**config.mk**
```make
export PLATFORM = sky130hd
export DESIGN_NAME = multi_policy_job_scheduler
export DESIGN_NICKNAME = d
export VERILOG_FILES = /design/src/rtl/core/mpjs_pkg.sv /design/src/rtl/core/mpjs_ctrl.sv /design/src/rtl/core/mpjs_dp.sv /design/src/rtl/core/multi_policy_job_scheduler.sv
export SDC_FILE = /design/constraint.sdc
export NUM_CORES = 2
export LEC_CHECK = 0
export BUFFER_PORTS_ARGS = -buffer_cell sky130_fd_sc_hd__buf_2
export CAP_MARGIN = 0
export CORE_AREA = 5 5 575 577
export DETAILED_ROUTE_END_ITERATION = 7
export DIE_AREA = 0 0 580 582
export GPL_TIMING_DRIVEN = 0
export PLACE_DENSITY = 0.62
export SYNTH_ARGS = -nofsm -noshare
export SYNTH_HDL_FRONTEND = slang
export SYNTH_HIERARCHICAL = 1
export SYNTH_SLANG_ARGS = --single-unit
```
**constraint.sdc**
```tcl
create_clock -name clk -period 25.1 [get_ports clk]
set_clock_uncertainty 0.05 [all_clocks]
set_input_delay 2.51 -clock clk [delete_from_list [all_inputs] [get_ports clk]]
set_output_delay 2.51 -clock clk [all_outputs]
set_load 0.03 [all_outputs]
```
**src/rtl/core/mpjs_pkg.sv**
```systemverilog
`default_nettype none
// ----------------------------------------------------------------------------
// mpjs_pkg: shared types and constants of the job scheduler
// Commands, policies, status codes, job record and controller interface.
// ----------------------------------------------------------------------------
package mpjs_pkg;

	localparam int QueueDepthDefault = 16;

	typedef enum logic [1:0] {
		CMD_NEW    = 2'd0,
		CMD_EXPIRE = 2'd1,
		CMD_FINISH = 2'd2,
		CMD_NONE   = 2'd3
	} cmd_t;

	localparam logic [2:0] POL_FCFS  = 3'd0;
	localparam logic [2:0] POL_PRIO  = 3'd1;
	localparam logic [2:0] POL_PPRIO = 3'd2;
	localparam logic [2:0] POL_SRTF  = 3'd3;
	localparam logic [2:0] POL_RR    = 3'd4;
	localparam logic [2:0] POL_SJF   = 3'd5;

	localparam logic [1:0] ST_OK    = 2'd0;
	localparam logic [1:0] ST_FULL  = 2'd1;
	localparam logic [1:0] ST_EMPTY = 2'd2;

	typedef struct packed {
		logic [15:0] job;
		logic [31:0] arrival;
		logic [15:0] prio;
		logic [31:0] remaining;
		logic [31:0] total;
		logic [31:0] order;
		logic        started;
	} rec_t;

	// Commands from the controller to the datapath.
	typedef struct packed {
		logic load;      // capture the input transaction
		logic scan_clr;  // start a minimum search
		logic scan_step; // examine one slot
		logic exec;      // apply the command's effect
		logic done;      // present the result
	} ctl_t;

	// Status from the datapath to the controller.
	typedef struct packed {
		logic scan_last;
	} sts_t;

	function automatic logic [31:0] key_of(input logic [2:0] pol, input rec_t r);
		case (pol)
			POL_PRIO, POL_PPRIO: key_of = {16'd0, r.prio};
			POL_SRTF:            key_of = r.remaining;
			POL_RR:              key_of = r.order;
			POL_SJF:             key_of = r.total;
			default:             key_of = r.arrival;
		endcase
	endfunction

	function automatic logic precedes(input logic [2:0] pol, input rec_t a, input rec_t b);
		logic [31:0] ka;
		logic [31:0] kb;
		ka = key_of(pol, a);
		kb = key_of(pol, b);
		if (ka != kb) precedes = ka < kb;
		else if (a.arrival != b.arrival) precedes = a.arrival < b.arrival;
		else precedes = a.order < b.order;
	endfunction

endpackage
`default_nettype wire

```
**src/rtl/core/mpjs_ctrl.sv**
```systemverilog
`default_nettype none
// ----------------------------------------------------------------------------
// mpjs_ctrl: scheduler controller
// Sequences load, slot scan, execution and result handshake.
// ----------------------------------------------------------------------------
module mpjs_ctrl (
	input  wire logic          clk,
	input  wire logic          arst_n,
	input  wire logic          in_fire,
	input  wire logic          out_fire,
	input  wire mpjs_pkg::sts_t sts,
	output mpjs_pkg::ctl_t     ctl,
	output logic               busy,
	output logic               out_valid
);
	import mpjs_pkg::*;

	typedef enum logic [4:0] {
		S_IDLE = 5'b00001,
		S_CLR  = 5'b00010,
		S_SCAN = 5'b00100,
		S_EXEC = 5'b01000,
		S_OUT  = 5'b10000
	} state_t;

	state_t state_q, state_d;

	always_comb begin
		state_d = state_q;
		case (state_q)
			S_IDLE: if (in_fire) state_d = S_CLR;
			S_CLR:  state_d = S_SCAN;
			S_SCAN: if (sts.scan_last) state_d = S_EXEC;
			S_EXEC: state_d = S_OUT;
			S_OUT:  if (out_fire) state_d = S_IDLE;
			default: state_d = S_IDLE;
		endcase
	end

	always_ff @(posedge clk or negedge arst_n) begin
		if (!arst_n) state_q <= S_IDLE;
		else state_q <= state_d;
	end

	always_comb begin
		ctl           = '0;
		ctl.load      = (state_q == S_IDLE) && in_fire;
		ctl.scan_clr  = (state_q == S_CLR);
		ctl.scan_step = (state_q == S_SCAN);
		ctl.exec      = (state_q == S_EXEC);
		ctl.done      = (state_q == S_OUT);
	end

	assign busy      = (state_q != S_IDLE);
	assign out_valid = (state_q == S_OUT);
endmodule
`default_nettype wire

```
**src/rtl/core/mpjs_dp.sv**
```systemverilog
`default_nettype none
// ----------------------------------------------------------------------------
// mpjs_dp: scheduler datapath
// Job table, running record, serial minimum search and accumulators.
// ----------------------------------------------------------------------------
module mpjs_dp #(
	parameter int QUEUE_DEPTH = mpjs_pkg::QueueDepthDefault
) (
	input  wire logic          clk,
	input  wire logic          arst_n,
	input  wire mpjs_pkg::ctl_t ctl,
	output mpjs_pkg::sts_t     sts,
	input  wire logic [2:0]    policy,
	input  wire logic [1:0]    cmd,
	input  wire logic [15:0]   job_id,
	input  wire logic [31:0]   now,
	input  wire logic [15:0]   prio,
	input  wire logic [31:0]   run_time,
	input  wire logic          has_running,
	output logic               next_valid,
	output logic [15:0]        next_job_id,
	output logic [1:0]         status,
	output logic [31:0]        jobs_seen,
	output logic [47:0]        sum_wait,
	output logic [47:0]        sum_turnaround,
	output logic [47:0]        sum_response
);
	import mpjs_pkg::*;

	localparam int IW = (QUEUE_DEPTH > 1) ? $clog2(QUEUE_DEPTH) : 1;

	// Table payload: one register per slot, read through the scan index.
	rec_t              slot_q [QUEUE_DEPTH];
	logic [QUEUE_DEPTH-1:0] valid_q;

	rec_t        run_q;
	logic        run_valid_q;
	logic [31:0] order_q, jobs_q, last_q;
	logic        last_set_q;
	logic [47:0] wait_q, ta_q, resp_q;

	logic [1:0]  cmd_q;
	logic [15:0] job_id_q, prio_q;
	logic [31:0] now_q, run_time_q;
	logic        has_run_q;

	logic [IW-1:0] idx_q;
	logic [IW-1:0] best_idx_q, free_idx_q;
	logic          best_ok_q, free_ok_q;
	rec_t          best_q;

	logic        nv_q;
	logic [15:0] nid_q;
	logic [1:0]  st_q;

	rec_t cur;
	assign cur = slot_q[idx_q];
	assign sts.scan_last = (idx_q == IW'(QUEUE_DEPTH - 1));

	logic preempt;
	assign preempt = (policy == POL_PPRIO) || (policy == POL_SRTF) || (policy == POL_RR);

	// Running record charged with elapsed time, RR reordering applied.
	rec_t ev;
	logic [31:0] el;
	always_comb begin
		el = (last_set_q && now_q >= last_q) ? now_q - last_q : 32'd0;
		ev = run_q;
		ev.remaining = (run_q.remaining > el) ? run_q.remaining - el : 32'd0;
		if (policy == POL_RR) ev.order = order_q;
	end

	logic        swap;
	logic        evict;
	rec_t        run_new;
	rec_t        run_go;
	logic [32:0] resp_d, ta_d, wt_d;
	always_comb begin
		evict = has_run_q && run_valid_q;
		swap  = best_ok_q && precedes(policy, best_q, ev);
		if (evict) run_new = (preempt && swap) ? best_q : ev;
		else run_new = best_q;
		// The dispatched record is marked as started.
		run_go         = run_new;
		run_go.started = 1'b1;
		resp_d = {1'b0, now_q} - {1'b0, run_new.arrival};
		ta_d   = {1'b0, now_q} - {1'b0, run_q.arrival};
		wt_d   = ta_d - {1'b0, run_q.total};
	end

	always_ff @(posedge clk) begin
		if (ctl.load) begin
			cmd_q      <= cmd;
			job_id_q   <= job_id;
			now_q      <= now;
			prio_q     <= prio;
			run_time_q <= run_time;
			has_run_q  <= has_running;
		end
		if (ctl.scan_step && valid_q[idx_q] &&
		    (!best_ok_q || precedes(policy, cur, best_q))) begin
			best_q     <= cur;
			best_idx_q <= idx_q;
		end
		if (ctl.exec) begin
			case (cmd_t'(cmd_q))
				CMD_NEW: if (free_ok_q) begin
					slot_q[free_idx_q] <= '{job: job_id_q, arrival: now_q, prio: prio_q,
						remaining: run_time_q, total: run_time_q, order: order_q,
						started: 1'b0};
				end
				CMD_EXPIRE: if (evict && preempt && swap) slot_q[best_idx_q] <= ev;
				default: ;
			endcase
		end
	end

	always_ff @(posedge clk or negedge arst_n) begin
		if (!arst_n) begin
			valid_q     <= '0;
			run_q       <= '0;
			run_valid_q <= 1'b0;
			order_q     <= '0;
			jobs_q      <= '0;
			last_q      <= '0;
			last_set_q  <= 1'b0;
			wait_q      <= '0;
			ta_q        <= '0;
			resp_q      <= '0;
			idx_q       <= '0;
			best_ok_q   <= 1'b0;
			free_ok_q   <= 1'b0;
			free_idx_q  <= '0;
			nv_q        <= 1'b0;
			nid_q       <= '0;
			st_q        <= ST_OK;
		end else begin
			if (ctl.scan_clr) begin
				idx_q     <= '0;
				best_ok_q <= 1'b0;
				free_ok_q <= 1'b0;
			end
			if (ctl.scan_step) begin
				if (!sts.scan_last) idx_q <= idx_q + 1'b1;
				if (valid_q[idx_q]) best_ok_q <= 1'b1;
				if (!valid_q[idx_q] && !free_ok_q) begin
					free_ok_q  <= 1'b1;
					free_idx_q <= idx_q;
				end
			end
			if (ctl.exec) begin
				nv_q  <= 1'b0;
				nid_q <= '0;
				st_q  <= ST_OK;
				case (cmd_t'(cmd_q))
					CMD_NEW: begin
						if (!free_ok_q) st_q <= ST_FULL;
						else begin
							valid_q[free_idx_q] <= 1'b1;
							order_q <= order_q + 1'b1;
							jobs_q  <= jobs_q + 1'b1;
							if (!last_set_q) begin
								last_q     <= now_q;
								last_set_q <= 1'b1;
							end
						end
					end
					CMD_EXPIRE: begin
						last_q     <= now_q;
						last_set_q <= 1'b1;
						if (evict) begin
							if (preempt && policy == POL_RR) order_q <= order_q + 1'b1;
							run_q <= preempt ? run_go : run_new;
							if (preempt && !run_new.started && !resp_d[32])
								resp_q <= resp_q + {16'd0, resp_d[31:0]};
							nv_q  <= 1'b1;
							nid_q <= run_new.job;
						end else if (!best_ok_q) begin
							run_valid_q <= 1'b0;
							st_q        <= ST_EMPTY;
						end else begin
							valid_q[best_idx_q] <= 1'b0;
							run_q         <= run_go;
							run_valid_q   <= 1'b1;
							if (!run_new.started && !resp_d[32])
								resp_q <= resp_q + {16'd0, resp_d[31:0]};
							nv_q  <= 1'b1;
							nid_q <= run_new.job;
						end
					end
					CMD_FINISH: if (run_valid_q) begin
						if (!wt_d[32] && !ta_d[32]) wait_q <= wait_q + {16'd0, wt_d[31:0]};
						if (!ta_d[32]) ta_q <= ta_q + {16'd0, ta_d[31:0]};
						run_valid_q <= 1'b0;
					end
					default: ;
				endcase
			end
		end
	end

	assign next_valid     = nv_q;
	assign next_job_id    = nid_q;
	assign status         = st_q;
	assign jobs_seen      = jobs_q;
	assign sum_wait       = wait_q;
	assign sum_turnaround = ta_q;
	assign sum_response   = resp_q;
endmodule
`default_nettype wire

```
**src/rtl/core/multi_policy_job_scheduler.sv**
```systemverilog
`default_nettype none
// ----------------------------------------------------------------------------
// multi_policy_job_scheduler: six-policy job scheduler
// Job table with serial best-job search, one running record and time totals.
// ----------------------------------------------------------------------------
// Each input transaction is captured on acceptance, then the minimum search is
// cleared, examines one table slot per cycle and the command is applied; the
// result is held until the master side takes it, and only then is a new
// transaction accepted, so items never overlap inside the block.
// The user must write the policy through the cfg channel only while the block
// is idle; the block itself does not enforce it. The totals wrap at 48 bits;
// software divides them by jobs_seen for averages.
module multi_policy_job_scheduler #(
	parameter int QUEUE_DEPTH = mpjs_pkg::QueueDepthDefault
) (
	input  wire logic        clk,
	input  wire logic        arst_n,
	input  wire logic        cfg_valid,
	output logic             cfg_ready,
	input  wire logic [2:0]  cfg_data,
	input  wire logic        s_tvalid,
	output logic             s_tready,
	// tdata: cmd[1:0], job_id[17:2], now[49:18], prio[65:50], run_time[97:66],
	// has_running[98], zero fill to 104 bits
	input  wire logic [103:0] s_tdata,
	output logic             m_tvalid,
	input  wire logic        m_tready,
	// tdata: next_valid[0], next_job_id[16:1], status[18:17], jobs_seen[50:19],
	// sum_wait[98:51], sum_turnaround[146:99], sum_response[194:147], zero fill to 200
	output logic [199:0]     m_tdata
);
	import mpjs_pkg::*;

	logic [2:0] policy_q;
	ctl_t ctl;
	sts_t sts;
	logic busy;
	logic in_fire, out_fire;

	logic        next_valid;
	logic [15:0] next_job_id;
	logic [1:0]  status;
	logic [31:0] jobs_seen;
	logic [47:0] sum_wait, sum_turnaround, sum_response;

	assign cfg_ready = 1'b1;
	always_ff @(posedge clk or negedge arst_n) begin
		if (!arst_n) policy_q <= POL_FCFS;
		else if (cfg_valid) policy_q <= cfg_data;
	end

	assign s_tready = !busy;
	assign in_fire  = s_tvalid && s_tready;
	assign out_fire = m_tvalid && m_tready;

	mpjs_ctrl u_ctrl (
		.clk, .arst_n, .in_fire, .out_fire, .sts, .ctl, .busy,
		.out_valid(m_tvalid)
	);

	mpjs_dp #(.QUEUE_DEPTH(QUEUE_DEPTH)) u_dp (
		.clk, .arst_n, .ctl, .sts,
		.policy(policy_q),
		.cmd(s_tdata[1:0]),
		.job_id(s_tdata[17:2]),
		.now(s_tdata[49:18]),
		.prio(s_tdata[65:50]),
		.run_time(s_tdata[97:66]),
		.has_running(s_tdata[98]),
		.next_valid, .next_job_id, .status, .jobs_seen,
		.sum_wait, .sum_turnaround, .sum_response
	);

	assign m_tdata = {5'd0, sum_response, sum_turnaround, sum_wait, jobs_seen,
		status, next_job_id, next_valid};

`ifndef ASSERT_OFF
	// A result never appears in the same cycle as an accepted transaction.
	a_no_overlap: assert property (@(posedge clk) disable iff (!arst_n)
		!(in_fire && m_tvalid)) else $error("input accepted while result pending");
	// A dispatch always reports status ok.
	a_dispatch_ok: assert property (@(posedge clk) disable iff (!arst_n)
		m_tvalid && next_valid |-> status == ST_OK) else $error("dispatch with bad status");
	// jobs_seen only moves while the block is busy.
	a_jobs_stable: assert property (@(posedge clk) disable iff (!arst_n)
		!busy && !in_fire |=> $stable(jobs_seen)) else $error("job count moved while idle");
`endif
endmodule
`default_nettype wire

```
## Yosys cells after proc, flatten, opt, wreduce, memory -nomap -nowiden

Memories as Yosys holds them, arrays and structs flattened.
Index checks and enable logic that the tools add are counted.
W data, S select, Z words.

- Register bits after elaboration: 720
- Latch bits: 0
- Memory bits (writable): 2,576
- Bits in read-only memories: 0
- Input port bits: 112
- Output and inout bits: 203
- Logic and storage cells: 219
- Memories: 1

- $add $sub $neg: 11
- Multipliers: 0
- Divide/modulo/power cells: 0
- Order comparisons: 13
- Eq/ne operators: 28
- Shifts and indexed selects: 0
- Multiplexer cells: 74
- Bitwise gates (word level): 4
- Reduce and logical (&&, ||, !) cells: 49

Memories:

| name | depth | bits a word | read ports | clocked after memory_dff | wr ports | line | source |
|---|---|---|---|---|---|---|---|
| u_dp.slot_q | 16 | 161 | 1 | 0 | 1 | mpjs_dp.sv:33 | `rec_t slot_q [QUEUE_DEPTH];` |

Operators with widths:

| cell | count |
|---|---|
| $mux W161 | 5 |
| $pmux W32 S4 | 3 |
| $mux W32 | 8 |
| $lt A32 B32 Y1 | 6 |
| $mux W48 | 4 |
| $reduce_or A161 Y1 | 1 |
| $add A48 B32 Y48 | 3 |
| $ne A32 B32 Y1 | 4 |
| $pmux W32 S2 | 2 |
| $mux W16 | 6 |
| $sub A32 B32 Y33 | 2 |
| $add A32 B1 Y32 const B | 2 |
| $sub A32 B32 Y32 | 2 |
| $sub A33 B32 Y33 | 1 |
| $ge A32 B32 Y1 | 1 |
| $gt A32 B32 Y1 | 1 |
| $pmux W16 S2 | 1 |
| $mux W1 | 29 |
| $pmux W5 S5 | 1 |
| $logic_and A1 B1 Y1 | 19 |
| $and A16 B16 Y16 | 1 |
| $mux W4 | 4 |
| $not A16 Y16 | 1 |
| $or A16 B16 Y16 | 1 |
| other kinds (33) | 71 |

## Longest topological paths before layout

- Depth in word-level cells: 18
- Mapped depth: 80
- Depth with buffers taken out: 73

## Hierarchy

Netlist, hierarchy kept.

Modules (own cells, without submodules):

| module | times used | cells an instance | area each (um2) | sequential area each (um2) |
|---|---|---|---|---|
| mpjs_dp | 1 | 8,965 | 145,146.7 | 96,492.5 |
| mpjs_ctrl | 1 | 31 | 290.3 | 126.4 |
| multi_policy_job_scheduler | 1 | 18 | 185.2 | 75.1 |

## Worst setup path after synthesis

Ideal clock, no wire load.

- Path kind: flip-flop to flip-flop
- Start: reg u_dp.idx_q[0]
- End: reg u_dp.best_idx_q[0], enable pin
- Setup time: 788 ps
- Data arrival time: 14,204 ps
- Data required time: 24,262 ps
- Path slack: 10,058 ps
- Stages on the path, launching flop included: 24
- Buffers on the path: 6
- Clock period less this slack: 15,042 ps
- Cells stage by stage: dfrtp_1 clkbuf_1 clkbuf_1 clkbuf_1 buf_1 clkbuf_1 buf_1 mux4_2 mux2i_1 o21ai_0 o22a_1 ha_1 a21oi_1 nor2b_1 o21ai_0 nand2b_1 a21oi_1 nor2b_1 o21ai_0 nand2b_1 a21oi_1 nor3_1 a211o_1 a31oi_1

RTL lines:

| what | line | source |
|---|---|---|
| start, declared | mpjs_dp.sv:47 | `logic [IW-1:0] idx_q;` |
| start signal, assigned | mpjs_dp.sv:144 | `if (!sts.scan_last) idx_q <= idx_q + 1'b1;` |
| end signal, assigned | mpjs_dp.sv:103 | `best_idx_q <= idx_q;` |
| end, declared | mpjs_dp.sv:48 | `logic [IW-1:0] best_idx_q, free_idx_q;` |

## Worst setup path after layout

- Start: reg u_dp.now_q[0]
- End: reg u_dp.resp_q[46] (netlist: u_dp/sum_response[46])

- Word-level cells in the longest chain between the ends: 17
- Elaborated cells between the ends (all ways): 29
- Classes of those cells: add/sub (4); order compare (3); eq/ne (2); mux (10); reduce/logical (10)

RTL lines:

| what | line | source |
|---|---|---|
| start, declared | mpjs_dp.sv:44 | `logic [31:0] now_q, run_time_q;` |
| start signal, assigned | mpjs_dp.sv:95 | `now_q <= now;` |
| $ge A32 B32 Y1 | mpjs_dp.sv:67 | `el = (last_set_q && now_q >= last_q) ? now_q - last_q : 32'd0;` |
| $logic_and A1 B1 Y1 | mpjs_dp.sv:67 |  |
| $mux W32 | mpjs_dp.sv:67 |  |
| $sub A32 B32 Y32 / $gt A32 B32 Y1 (equally long branches) | mpjs_dp.sv:69 | `ev.remaining = (run_q.remaining > el) ? run_q.remaining - el : 32'd0;` |
| $mux W32 | mpjs_dp.sv:69 |  |
| $pmux W32 S4 | mpjs_pkg.sv:53 | `case (pol)` |
| $lt A32 B32 Y1 / $ne A32 B32 Y1 (equally long branches) | mpjs_pkg.sv:67 | `if (ka != kb) precedes = ka < kb;` |
| $mux W1 | mpjs_pkg.sv:67 |  |
| $logic_and A1 B1 Y1 | mpjs_dp.sv:80 | `swap = best_ok_q && precedes(policy, best_q, ev);` |
| $logic_and A1 B1 Y1 | mpjs_dp.sv:81 | `if (evict) run_new = (preempt && swap) ? best_q : ev;` |
| $mux W161 (2 in series) | mpjs_dp.sv:81 |  |
| $sub A32 B32 Y33 / $logic_not A1 Y1 (equally long branches) | mpjs_dp.sv:86, mpjs_dp.sv:174, mpjs_dp.sv:185 |  |
| $add A48 B32 Y48 (tied with other cells) | mpjs_dp.sv:175, mpjs_dp.sv:186 |  |
| $mux W48 (tied with other cells) | mpjs_dp.sv:185 | `if (!run_new.started && !resp_d[32])` |
| $mux W48 (tied with other cells) | mpjs_dp.sv:178 | `end else if (!best_ok_q) begin` |
| $mux W48 / $reduce_and A5 Y1 (equally long branches) | - |  |
| end signal, assigned | mpjs_dp.sv:175 | `resp_q <= resp_q + {16'd0, resp_d[31:0]};` |
| end signal, assigned | mpjs_dp.sv:186 | `resp_q <= resp_q + {16'd0, resp_d[31:0]};` |
| end, declared | mpjs_dp.sv:40 | `logic [47:0] wait_q, ta_q, resp_q;` |

Several ways; a longest one is shown, not always the timed one. The select of a mux whose other input is x is not followed.
A chain may end at the register's enable or synchronous reset.

==> reports/summary.txt <==
GRT overflow - 0
CP arrival - 23.54 ns
clk buf depth - 4
final setup margin - 2.38 ns
RSZ-0062 raised after global routing - no
GRT Total Usage - 0.315
clk slew on worst S/H paths - 0.06 ns
Setup Viol. Count Final - 0
CTS H-tree depth - 5
Pwr Density - 90.8 nW/um^2
fmax - 0.0440 GHz
starting density of the core - 0.447
port bufs - 303
Synth warnings - 6
# fillers - 26,500
Clock Root Buffer - clkbuf_16
Internal - 10.5 mW
worst r2r path cells - 76
vias per cell - 6.29
critical path peak fanout - 10
post-synthesis instance total - 9,013
most frequent cell on the critical path - a21oi_1
Critical Path RT - 25.93 ns
violated checks - max-capacitance violations, max-slew violations
WL per Instance - 37.4 um
fin area - 168,000 sq um
Psw - 4.70 mW
Die Height - 582 um
fin nets - 10,400
status - finished, violations left
post-CTS setup buffer count - 0
Placer Congestion - 1.06
switch share - 0.309
share of layout cells above drive strength 1 - 0.201
CP max-delay cell - clkbuf_1
Syn Std Cell Area - 146,000 sq um
critical path launch point type - register
Cells after DPL - 13,800
Max rail drop VDD - 63.0 uV
Slew @ Worst Pin - 1.60 ns
die width - 580 um
hold path depth - 0
first-pass GRT wire length - 735,000 um
Rows - 210
final hold vios - 0
largest net degree at the start of global routing - 115
CTS tree - built
DRT Pass-1 Iters - 7
Avg Inst Size Synth - 16.2 sq um
Final ANT Viol Nets - 0
combinational share of power - 0.241
Hold Crit Class - register to register
CP peak stage delay - 0.95 ns
Slew Viols, Final - 48
Layout Cells excl Fill - 14,500
Num CTS Buffers - 352
placed cell area - 156,000 sq um
post-route minimum period - 22.72 ns
Clk network pwr share - 0.342
cts-stage hold buffer count - 0
Worst Setup End Kind - register
vias in the first global route - 87,700
DR vias - 91,200
Top Ports - 315
DRC - 0
CP Class - register to register
die footprint - 338,000 sq um
Routed WL - 543,000 um
core area - 326,000 sq um
Final Cycle Share - 0.905
cell leakage power - 58.0 nW
synth-to-layout area growth - 15.1%
Clock Latency Late Sink - 0.97 ns
Sequential Power Share - 0.416
initial antenna violation count - 62
Rel. slew slack - -0.0690
post-CTS sizing - 0
Num Clock Sinks - 3,296
DP HPWL - 395,000 um
pre-CTS WS - 3.31 ns
max-cap viol count - 6
Initial DRC Count - 11,800
## power by group through the flow
stage	sequential [mW]	combinational (mW)	clock, mW
3_5_place_dp	6.45	3.64	0
4_1_cts	6.33	3.65	5.29
3_3_place_gp	6.48	3.49	0
6_report	6.34	3.67	5.21
5_1_grt	6.33	3.87	5.53
2_1_floorplan	6.37	2.16	0
## sequential cells by signal, summed over array words and instances, names as in the netlist, 32 cells and up
| name | count |
|---|---|
| u_dp/jobs_seen | 32 |
| u_dp/sum_turnaround | 48 |
| u_dp/slot_q | 2576 |
| u_dp/order_q | 32 |
| u_dp/last_q | 32 |
| u_dp/best_q | 161 |
| u_dp/sum_wait | 48 |
| u_dp/sum_response | 48 |
| u_dp/now_q | 32 |
| u_dp/run_q | 64 |
| u_dp/ev | 97 |
| u_dp/run_time_q | 32 |
## final timing paths
kind / start / endpoint / slack, ns
max in group asynchronous: arst_n / u_dp/ev[151] / 21.37
worst min register to register: u_dp/idx_q[3] / u_dp/best_idx_q[3] / 0.41
worst max-delay path: u_dp/now_q[0] / u_dp/sum_response[46] / 2.38
worst max register to register: u_dp/now_q[0] / u_dp/sum_response[46] / 2.38
worst min-delay path: u_dp/idx_q[3] / u_dp/best_idx_q[3] / 0.41
min in group asynchronous: arst_n / u_dp/sum_wait[18] / 1.50
## metrics by stage
| step | total power, mW | hold WS, ns | utilization | setup TNS [ns] |
|---|---|---|---|---|
| after floorplan | 8.53 | 0.373 | - | 0 |
| after global placement | 9.97 | 0.391 | 0.469 | -356.28 |
| after detailed placement | 10.1 | 0.384 | 0.479 | 0 |
| after CTS | 15.3 | 0.409 | 0.515 | 0 |
| after global routing | 15.7 | 0.426 | 0.515 | 0 |
| final | 15.2 | 0.413 | 0.515 | 0 |
## area by class of cell
class                           instances  area, sq um  area share
Clock inverter                        210         2250      0.0134
Multi-Input combinational cell       4969        46200       0.275
Timing Repair Buffer                  481         4820      0.0287
Inverter                              329         1230     0.00737
Sequential cell                      3296        96700       0.577
Clock buffer                          431         9280      0.0553
Antenna cell                           26         65.1    0.000388
Tap cell                             4346         5440      0.0324
Buffer                                423         1700      0.0101
## per-layer routing
| metal | up-vias | wire length [um] | track usage |
|---|---|---|---|
| li1 | 37200 | - | - |
| met1 | 47900 | 220000 | 0.442 |
| met2 | 5158 | 242000 | 0.475 |
| met3 | 899 | 51300 | 0.0705 |
| met4 | 12 | 29200 | 0.141 |
| met5 | - | 77 | 0 |
## placed cells by master, fill, tap and decap left out, drive strengths merged, types with 39 or more instances in the layout
master,n
edfxtp,2840
mux4,797
clkbuf,734
nand2,708
o21ai,611
buf,601
dfrtp,455
ha,447
a21oi,359
inv,340
nor2,275
xnor2,199
clkinv,161
xor2,123
nand3,119
mux2,115
mux2i,101
a21o,88
nor3,71
nand4,71
nor2b,69
and3,66
nand2b,64
o22ai,61
a22oi,51
a31oi,48
o21bai,42
and2,39
## critical path: cells and delay by family, from the launching register on
| kind | cells | cell delay [ns] |
|---|---|---|
| xor gates and xnor gates | 2 | 0.35 |
| buffers and inverters | 10 | 5.25 |
| and+or+nand+nor | 13 | 3.72 |
| AOI/OAI and AO/OA | 44 | 10.30 |
| DFF | 1 | 0.37 |
| adders and majority gates | 7 | 2.47 |
No activity file was read; power rests on OpenSTA's default activity.
